<file path="src/rtl/core/dq_pkg.sv">
`timescale 1ns / 1ps
// ----------------------------------------------------------------------------
// dq_pkg: shared types and codes for the double-ended queue
// Request and response beats, operation and status codes, and the control
// bundle that the top level broadcasts along the row of cells.
// ----------------------------------------------------------------------------
package dq_pkg;

	localparam int WORD_W = 32;
	localparam int OP_W   = 3;
	localparam int STAT_W = 2;
	localparam int OCC_W  = 5;

	localparam logic [OP_W-1:0] OP_PUSH_FRONT = 3'd0;
	localparam logic [OP_W-1:0] OP_PUSH_REAR  = 3'd1;
	localparam logic [OP_W-1:0] OP_POP_FRONT  = 3'd2;
	localparam logic [OP_W-1:0] OP_POP_REAR   = 3'd3;
	localparam logic [OP_W-1:0] OP_PEEK_FRONT = 3'd4;
	localparam logic [OP_W-1:0] OP_PEEK_REAR  = 3'd5;

	localparam logic [STAT_W-1:0] STAT_OK        = 2'd0;
	localparam logic [STAT_W-1:0] STAT_UNDERFLOW = 2'd1;
	localparam logic [STAT_W-1:0] STAT_OVERFLOW  = 2'd2;

	localparam logic signed [WORD_W-1:0] WORD_EMPTY = -32'sd1;

	typedef struct packed {
		logic [OP_W-1:0]          operation;
		logic signed [WORD_W-1:0] push_value;
	} dq_req_t;

	typedef struct packed {
		logic signed [WORD_W-1:0] result_value;
		logic [STAT_W-1:0]        status;
		logic [OCC_W-1:0]         occupancy;
	} dq_rsp_t;

	// One-cycle command to every cell; at most one of the four flags is set
	typedef struct packed {
		logic                     push_front;
		logic                     pop_front;
		logic                     push_rear;
		logic                     pop_rear;
		logic signed [WORD_W-1:0] word;
	} dq_ctrl_t;

endpackage

</file>
<file path="src/rtl/core/dq_cell.sv">
`timescale 1ns / 1ps
// ----------------------------------------------------------------------------
// dq_cell: one slot of the deque row
// Holds one word and its valid flag; shifts towards or away from the front
// on front pushes and pops, and takes or drops the word at the rear end.
// ----------------------------------------------------------------------------
module dq_cell
	import dq_pkg::*;
(
	input  logic                     clk,
	input  logic                     arst_n,
	input  dq_ctrl_t                 ctrl,
	input  logic                     prev_valid,
	input  logic signed [WORD_W-1:0] prev_word,
	input  logic                     next_valid,
	input  logic signed [WORD_W-1:0] next_word,
	output logic                     valid,
	output logic signed [WORD_W-1:0] word,
	output logic                     is_last
);

	logic                     valid_q;
	logic signed [WORD_W-1:0] word_q;
	logic                     rear_slot;

	// first empty slot behind the occupied run
	assign rear_slot = !valid_q && prev_valid;
	assign is_last   = valid_q && !next_valid;
	assign valid     = valid_q;
	assign word      = word_q;

	always_ff @(posedge clk or negedge arst_n) begin
		if (!arst_n) begin
			valid_q <= 1'b0;
		end else begin
			priority if (ctrl.push_front) begin
				valid_q <= prev_valid;
			end else if (ctrl.pop_front) begin
				valid_q <= next_valid;
			end else if (ctrl.push_rear && rear_slot) begin
				valid_q <= 1'b1;
			end else if (ctrl.pop_rear && is_last) begin
				valid_q <= 1'b0;
			end
		end
	end

	always_ff @(posedge clk) begin
		priority if (ctrl.push_front) begin
			word_q <= prev_word;
		end else if (ctrl.pop_front) begin
			word_q <= next_word;
		end else if (ctrl.push_rear && rear_slot) begin
			word_q <= ctrl.word;
		end
	end

endmodule

</file>
<file path="src/rtl/core/double_ended_queue.sv">
`timescale 1ns / 1ps
// ----------------------------------------------------------------------------
// double_ended_queue: bounded deque of signed 32-bit words
// A row of DEPTH cells with the front word always in cell 0; every request
// beat returns exactly one response beat with value, status and occupancy.
// ----------------------------------------------------------------------------
// The deque accepts one request beat per cycle while req_stall is low and
// answers each with one response beat in the next cycle, held in an output
// register; a new request is taken while the previous response is still
// waiting, as long as that response is taken in the same cycle. Words sit in
// a row of DEPTH cells with the front word in cell 0 and the rear word in the
// last valid cell: a push or pop at the front shifts the whole row by one
// place, a push at the rear fills the first empty cell, and a pop at the rear
// clears the last valid one. Peeks read cell 0 or the last valid cell. A pop
// or peek on an empty deque answers underflow with -1; a push on a full deque
// answers overflow and changes nothing. Operation codes 6 and 7 change nothing
// and answer ok with value 0. Occupancy is the count after the operation, in
// five bits. No clearing pass is needed after reset: the cell valid flags
// clear at once.
// ----------------------------------------------------------------------------
module double_ended_queue
	import dq_pkg::*;
#(
	parameter int DEPTH = 16
) (
	input  logic    clk,
	input  logic    arst_n,
	input  logic    req_valid,
	output logic    req_stall,
	input  dq_req_t req,
	output logic    rsp_valid,
	input  logic    rsp_stall,
	output dq_rsp_t rsp
);

	localparam int CNT_W = $clog2(DEPTH + 1);
	localparam logic [CNT_W-1:0] CNT_FULL = CNT_W'(DEPTH);
	localparam logic [CNT_W-1:0] CNT_ONE  = CNT_W'(1);

	// row of cells
	logic                     cell_valid [DEPTH];
	logic signed [WORD_W-1:0] cell_word  [DEPTH];
	logic                     cell_last  [DEPTH];

	// control and bookkeeping
	logic                     take;
	logic                     empty;
	logic                     full;
	logic [CNT_W-1:0]         cnt_q;
	logic [CNT_W-1:0]         cnt_next;
	logic signed [WORD_W-1:0] rear_word;
	dq_ctrl_t                 ctrl;
	dq_rsp_t                  rsp_next;
	dq_rsp_t                  rsp_q;
	logic                     rsp_valid_q;

	// Hold the request while a finished beat waits and the far side stalls
	assign req_stall = rsp_valid_q && rsp_stall;
	assign take      = req_valid && !req_stall;

	assign empty = (cnt_q == '0);
	assign full  = (cnt_q == CNT_FULL);

	// Gather the rear word: exactly one cell flags itself last when not empty
	always_comb begin
		rear_word = '0;
		for (int i = 0; i < DEPTH; i++) begin
			rear_word = rear_word | (cell_word[i] & {WORD_W{cell_last[i]}});
		end
	end

	// Decode the request into a row command and a response beat
	always_comb begin
		ctrl                  = '0;
		ctrl.word             = req.push_value;
		cnt_next              = cnt_q;
		rsp_next.result_value = '0;
		rsp_next.status       = STAT_OK;
		unique case (req.operation)
			OP_PUSH_FRONT, OP_PUSH_REAR: begin
				if (full) begin
					rsp_next.status = STAT_OVERFLOW;
				end else begin
					ctrl.push_front = take && (req.operation == OP_PUSH_FRONT);
					ctrl.push_rear  = take && (req.operation == OP_PUSH_REAR);
					cnt_next        = cnt_q + CNT_ONE;
				end
			end
			OP_POP_FRONT, OP_PEEK_FRONT: begin
				if (empty) begin
					rsp_next.status       = STAT_UNDERFLOW;
					rsp_next.result_value = WORD_EMPTY;
				end else begin
					rsp_next.result_value = cell_word[0];
					if (req.operation == OP_POP_FRONT) begin
						ctrl.pop_front = take;
						cnt_next       = cnt_q - CNT_ONE;
					end
				end
			end
			OP_POP_REAR, OP_PEEK_REAR: begin
				if (empty) begin
					rsp_next.status       = STAT_UNDERFLOW;
					rsp_next.result_value = WORD_EMPTY;
				end else begin
					rsp_next.result_value = rear_word;
					if (req.operation == OP_POP_REAR) begin
						ctrl.pop_rear = take;
						cnt_next      = cnt_q - CNT_ONE;
					end
				end
			end
			default: begin
				// unused codes: answer ok, change nothing
			end
		endcase
		rsp_next.occupancy = OCC_W'(cnt_next);
	end

	// Advance the count only on an accepted beat
	always_ff @(posedge clk or negedge arst_n) begin
		if (!arst_n) begin
			cnt_q <= '0;
		end else if (take) begin
			cnt_q <= cnt_next;
		end
	end

	// Output register: load on accept, drop the flag once the beat is taken
	always_ff @(posedge clk or negedge arst_n) begin
		if (!arst_n) begin
			rsp_valid_q <= 1'b0;
		end else if (take) begin
			rsp_valid_q <= 1'b1;
		end else if (!rsp_stall) begin
			rsp_valid_q <= 1'b0;
		end
	end

	always_ff @(posedge clk) begin
		if (take) begin
			rsp_q <= rsp_next;
		end
	end

	assign rsp_valid = rsp_valid_q;
	assign rsp       = rsp_q;

	// The row: cell 0 takes the pushed word from the front, the last cell
	// sees an empty neighbour behind it
	for (genvar i = 0; i < DEPTH; i++) begin : g_cell
		logic                     prev_valid;
		logic signed [WORD_W-1:0] prev_word;
		logic                     next_valid;
		logic signed [WORD_W-1:0] next_word;

		if (i == 0) begin : g_head
			assign prev_valid = 1'b1;
			assign prev_word  = req.push_value;
		end else begin : g_body
			assign prev_valid = cell_valid[i-1];
			assign prev_word  = cell_word[i-1];
		end

		if (i == DEPTH - 1) begin : g_tail
			assign next_valid = 1'b0;
			assign next_word  = '0;
		end else begin : g_inner
			assign next_valid = cell_valid[i+1];
			assign next_word  = cell_word[i+1];
		end

		dq_cell u_cell (
			.clk        (clk),
			.arst_n     (arst_n),
			.ctrl       (ctrl),
			.prev_valid (prev_valid),
			.prev_word  (prev_word),
			.next_valid (next_valid),
			.next_word  (next_word),
			.valid      (cell_valid[i]),
			.word       (cell_word[i]),
			.is_last    (cell_last[i])
		);
	end

endmodule
</file>
<file path="config.mk">
export PLATFORM = sky130hd
export DESIGN_NAME = double_ended_queue
export DESIGN_NICKNAME = d
export VERILOG_FILES = /design/src/rtl/core/dq_pkg.sv /design/src/rtl/core/dq_cell.sv /design/src/rtl/core/double_ended_queue.sv
export SDC_FILE = /design/constraint.sdc
export NUM_CORES = 1
export LEC_CHECK = 0
export ABC_AREA = 1
export BUFFER_PORTS_ARGS = -buffer_cell sky130_fd_sc_hd__buf_2
export CORE_MARGIN = 3
export CORE_UTILIZATION = 25
export CTS_CLUSTER_DIAMETER = 30
export CTS_CLUSTER_SIZE = 40
export DETAILED_ROUTE_END_ITERATION = 10
export GPL_TIMING_DRIVEN = 1
export PLACE_DENSITY_LB_ADDON = 0.15
export RECOVER_POWER = 50
export REMOVE_ABC_BUFFERS = 1
export SETUP_SLACK_MARGIN = 0.2
export SKIP_LAST_GASP = 1
export SYNTH_ARGS = -nofsm -noshare
export SYNTH_HDL_FRONTEND = slang
export SYNTH_SLANG_ARGS = --single-unit
</file>
<file path="constraint.sdc">
create_clock -name clk -period 8.2 [get_ports clk]
set_clock_uncertainty 0.2 [all_clocks]
set_input_delay 1.64 -clock clk [delete_from_list [all_inputs] [get_ports clk]]
set_output_delay 1.64 -clock clk [all_outputs]
set_load 0.05 [all_outputs]
</file>
; Word-level counts from Yosys, hierarchy flattened
; Cells that the tools add are included.
[word_totals]
latchBits = 0
word_cells = 319
input_bits = 39
mem_bits_rw = 0
ff_bits = 573
mem_count = 0
rom_bits = 0
out_inout_bits = 41
[op_classes]
n_reduce_logical = 106
add_sub_neg = 2
div_mod_pow = 0
magnitude_cmp = 0
mul = 0
n_eq_ne = 7
bitwise_logic = 31
shift = 0
muxes = 136
[ops]
columns = cell, n
row1 = $mux 32, 50
row2 = $and 32x32->32, 16
row3 = $or 32x32->32, 15
row4 = $mux 1, 77
row5 = $pmux 32 s2, 1
row6 = $reduce_bool 4->1, 16
row7 = $logic_and 1x1->1, 51
row8 = $reduce_bool 3->1, 16
row9 = $mux 5, 5
row10 = $logic_not 1->1, 17
row11 = $pmux 5 s3, 1
row12 = $eq 3x2->1 const B, 2
row13 = $eq 3x3->1 const B, 2
row14 = $reduce_or 2->1, 3
row15 = $add 5x1->5 const B, 1
row16 = $eq 5x5->1 const B, 1
row17 = $logic_not 5->1, 1
row18 = $sub 5x1->5 const B, 1
row19 = $pmux 2 s2, 1
row20 = $reduce_or 4->1, 1
row21 = $eq 3x1->1 const B, 1
row22 = $logic_not 3->1, 1
row23 = $mux 2, 1
row24 = $ne 2x1->1 const B, 1

; Depth between registers and ports, before layout
[logic_depth]
depth_word = 20
ltp_mapped = 11
ltp_nobuf = 10

; Modules after synthesis
; A second synthesis with hierarchy kept.
[unflattened]
cells_unflattened = 4214
hier_area_um2 = 34210.3
[by_module_without_submodules]
columns = module, cells_per_inst, area_per_inst_um2, instances, seq_area_each_um2
row1 = dq_cell, 193, 1765.4, 16, 985.9
row2 = double_ended_queue, 1126, 5963.2, 1, 1321.3

; Worst setup path before layout
; Ideal clock, no wire load.
[synth_timing]
path_type = input to register
from = input port rsp_stall
to = register g_cell[10].u_cell.word_q[0], enable pin
setup_slack_ps = 4278
arrival_time_ps = 3332
required_ps = 7611
setup_time_ps = 389
stages = 6
path_buffers = 1
cell_sequence = nand2_1 > nand2_2 > nor2_1 > clkbuf_1 > nand3_1 > nand2_1
[synth_via]
elab_chain_cells = 8
word_cells_on_any_way = 14
classes_between = mux (7) / reduce/logical (7)
[synth_lines]
columns = item, line
row1 = start: declaration, double_ended_queue.sv:32  ; input logic rsp_stall,
row2 = $logic_and 1x1->1 *, double_ended_queue.sv:58  ; assign req_stall = rsp_valid_q && rsp_stall;
row3 = $logic_not 1->1 *, double_ended_queue.sv:59  ; assign take = req_valid && !req_stall;
row4 = $logic_and 1x1->1 *, double_ended_queue.sv:59
row5 = $logic_and 1x1->1, double_ended_queue.sv:85  ; ctrl.push_rear = take && (req.operation == OP_PUSH_REAR);
row6 = $mux 1, double_ended_queue.sv:81  ; if (full) begin
row7 = $mux 1, double_ended_queue.sv:79  ; unique case (req.operation)
row8 = $logic_and 1x1->1, dq_cell.sv:53  ; end else if (ctrl.push_rear && rear_slot) begin
row9 = $reduce_bool 3->1 (no line) *, --
row10 = end signal: assignment, dq_cell.sv:50  ; word_q <= prev_word;
row11 = end signal: assignment, dq_cell.sv:52  ; word_q <= next_word;
row12 = end signal: assignment, dq_cell.sv:54  ; word_q <= ctrl.word;
row13 = end: declaration, dq_cell.sv:23  ; logic signed [WORD_W-1:0] word_q;
; Every way passes the cells marked *; elsewhere a longest branch is shown, timed or not.
; A chain may end at the register's enable or synchronous reset.

; Worst setup path after layout
[layout_timing]
from = input port req[33] (netlist name)
to = register g_cell[8].u_cell.word_q[4], enable pin
[layout_via]
elab_chain_cells = 6
word_cells_on_any_way = 17
classes_between = eq/ne (3) / mux (7) / reduce/logical (7)
[layout_lines]
columns = item, line
row1 = start: declaration, double_ended_queue.sv:30  ; input dq_req_t req,
row2 = $eq 3x1->1, "double_ended_queue.sv:79, double_ended_queue.sv:85"
row3 = $logic_and 1x1->1, double_ended_queue.sv:85
row4 = $mux 1, double_ended_queue.sv:81
row5 = $mux 1, double_ended_queue.sv:79
row6 = $logic_and 1x1->1, dq_cell.sv:53
row7 = $reduce_bool 3->1 (no line) *, --
row8 = end signal: assignment, dq_cell.sv:50
row9 = end signal: assignment, dq_cell.sv:52
row10 = end signal: assignment, dq_cell.sv:54
row11 = end: declaration, dq_cell.sv:23
; Marks and branches as above.

==> results.sh <==
export IMPL_cp_cell_sequence="clkbuf_1, inv_1, nor2_1, nand2_2, nor2_1, nand2_1, nand2_4, inv_8, nand2_1, buf_4"
export IMPL_yosysTopAreaCell="edfxtp_1"
export IMPL_leakage_uw=0.0159
export IMPL_grt_first_pass_wirelength_um=207000
export IMPL_dieArea_sq_um=135000
export IMPL_drive_above_1_share_pct=17.0
export IMPL_netlist_instances=3705
export IMPL_final_cells=5644
export IMPL_period_needed_ps=6570
export IMPL_remaining_drc_errors=0
export IMPL_status="finished with violations"
export IMPL_routed_wl_um=145000
export IMPL_via_per_inst=5.02
export IMPL_drtIter0Drc=2891
export IMPL_crit_arrival_ps=6760
export IMPL_dr_pass1_iters=6
export IMPL_final_antenna_net_count=0
export IMPL_slew_viol_final=154
export IMPL_die_y_um=367
export IMPL_antenna_cells=0
export IMPL_cts_sinks=573
export IMPL_cpMaxStageDelayCell="nand2_1"
export IMPL_slew_headroom_pct=-147
export IMPL_die_w_um=367
export IMPL_drv_cap=5
export IMPL_peakVddDrop_v=0.000189
export IMPL_rows=131
export IMPL_place_port_buffers=79
export IMPL_worstPathRequired_ps=8390
export IMPL_tns_ps=0
export IMPL_grt_pass1_vias=28000
export IMPL_fmax_mhz=152
export IMPL_crit_type="in -> reg"
export IMPL_cts_root_buf="clkbuf_16"
export IMPL_synth_top_cell_area_share_pct=50.7
export IMPL_cts_tree="built"
export IMPL_start_util_pct=25.4
export IMPL_insertion_delay_ps=760
export IMPL_start_kind="primary input"
export IMPL_core_area_sq_um=129000
export IMPL_end_kind="register"
export IMPL_ys_types=31
export IMPL_htreeDepth=4
export IMPL_rsz0062_at_grt="no"
export IMPL_grt_max_degree=198
export IMPL_cts_hold_buffers=0
export IMPL_synth_seq_cells=573
export IMPL_placed_cells=5312
export IMPL_synth_seq_area_share_pct=52.4
export IMPL_setup_viol=0
export IMPL_synthToLayoutAreaGrowth_pct=21.7
export IMPL_gp_congestion=0.778
export IMPL_cts_setup_buffers=0
export IMPL_pin_count=80
export IMPL_slowest_delay_ps=1080
export IMPL_cts_resized=0
export IMPL_grt_use_total_pct=21.0
export IMPL_syn_avg_cell_area_sq_um=8.81
export IMPL_dp_hpwl_um=78200
export IMPL_powerDensity_nw_per_um2=343
export IMPL_cts_buffers=186
export IMPL_grt_overflow=0
export IMPL_critPathMaxFanout=32
export IMPL_whs_ps=323
export IMPL_netlist_area_sq_um=32600
export IMPL_synth_warnings=0
export IMPL_finalCritPeriodShare_pct=80.1
export IMPL_ys_top_cells_by_area="edfxtp_1 51%, nand2_1 19%, nand3_1 9.5%"
export IMPL_hold_viol=0
export IMPL_wire_per_inst_um=25.7
export IMPL_hold_path_class="reg -> reg"
export IMPL_final_nets=3812
export IMPL_clkSlewWorstSetupHoldPaths_ps=40
export IMPL_cts_buffer_depth=3
export IMPL_violations="capacitance limit, slew limit"
export IMPL_antenna_found_initial=2
export IMPL_worstMarginPinSlew_ps=3710
export IMPL_vias=28300
export IMPL_utilization_pct=30.9
-- worst max-delay path: cells and delay by family --
family,cells,cell delay (ps)
and+or+nand+nor,6,3860
buffers and inverters,4,1190
-- area by class of cell --
type	instances	area (sq um)
multi-input combinational	2837	13700
fill	13700	88800
sequential	573	17100
clock buffer	238	4940
timing repair buffer	141	837
tap	1729	2160
inverter	32	143
clock inverter	94	771
-- cell families (layout without fill, tap and decap cells) --
logic type,Yosys count,after routing,synth area share [%]
xor+xnor,2,2,0.0537
buf+inv,295,505,5.06
fa+ha+maj,2,2,0.0767
flops,573,573,52.4
compound gates,88,88,1.60
simple gates,2745,2745,40.8
-- Yosys cell counts --
cell,n
clkbuf_1,140
nand2_4,2
nand4_1,3
nand2_8,30
and2_1,2
nand2_1,1640
inv_4,1
nand2_2,4
xor2_1,1
buf_12,3
buf_1,17
xnor2_1,1
nor2_2,1
o21bai_1,32
or2_2,1
dfrtp_1,22
inv_2,4
buf_8,30
buf_2,59
clkinv_1,2
nand3_1,620
edfxtp_1,551
ha_1,2
o21ai_0,42
buf_4,7
nor2_4,2
nand3_2,270
inv_1,25
a21oi_1,14
nor2_1,170
buf_6,7
-- registers in the layout, indices dropped and copies added (netlist names) --
name	flops
cnt_q	5
g_cell.u_cell.word	512
rsp_valid	1
rsp	39
g_cell.u_cell.valid	16
-- metal layers --
metal	up-vias	wire, um	global-route usage, %
li1	12700	-	-
met5	-	0	0
met4	0	4780	7.52
met3	299	10300	3.53
met1	14100	62700	28.4
met2	1254	67500	33.7
-- metrics by stage --
stage	power (uW)	setup WS, ps	area, sq um
floorplan	5410	1340	31100
global route	14100	1380	39700
finish	13600	1630	39700
global placement	7130	2800	34300
detailed placement	7120	2730	34300
CTS	13700	2900	40000
-- final timing paths --
kind / startpoint / end / slack [ps] / depth (start not counted)
worst max-delay path: req[33] / g_cell[8].u_cell.word[4] / 1630 / 10
worst min-delay path: rsp_valid / rsp_valid / 320 / 2
worst max register to register: cnt_q[0] / g_cell[14].u_cell.word[10] / 2430 / 9
worst min register to register: rsp_valid / rsp_valid / 320 / 2
max in group asynchronous: arst_n / g_cell[15].u_cell.valid / 5650 / 1
min in group asynchronous: arst_n / rsp_valid / 1080 / 1
-- placed cells by master, fill, tap and decap left out, drive strengths merged, types with 3 or more instances in the layout --
master | Yosys | routed
inv | 30 | 43
clkinvlp | 0 | 4
dfrtp | 22 | 22
clkbuf | 140 | 287
a21oi | 14 | 14
buf | 123 | 92
bufinv | 0 | 9
clkinv | 2 | 70
nand4 | 3 | 3
o21bai | 32 | 32
edfxtp | 551 | 551
o21ai | 42 | 42
nand2 | 1676 | 1676
nand3 | 890 | 890
nor2 | 173 | 173
-- power by group --
part	leakage (uW)	internal, uW	switching [uW]
combinational	0.00780	708	2610
sequential	0.00533	3560	226
clock	0.00278	4440	2060
total	0.0159	8710	4890
Power figures use the tool's default switching activity.
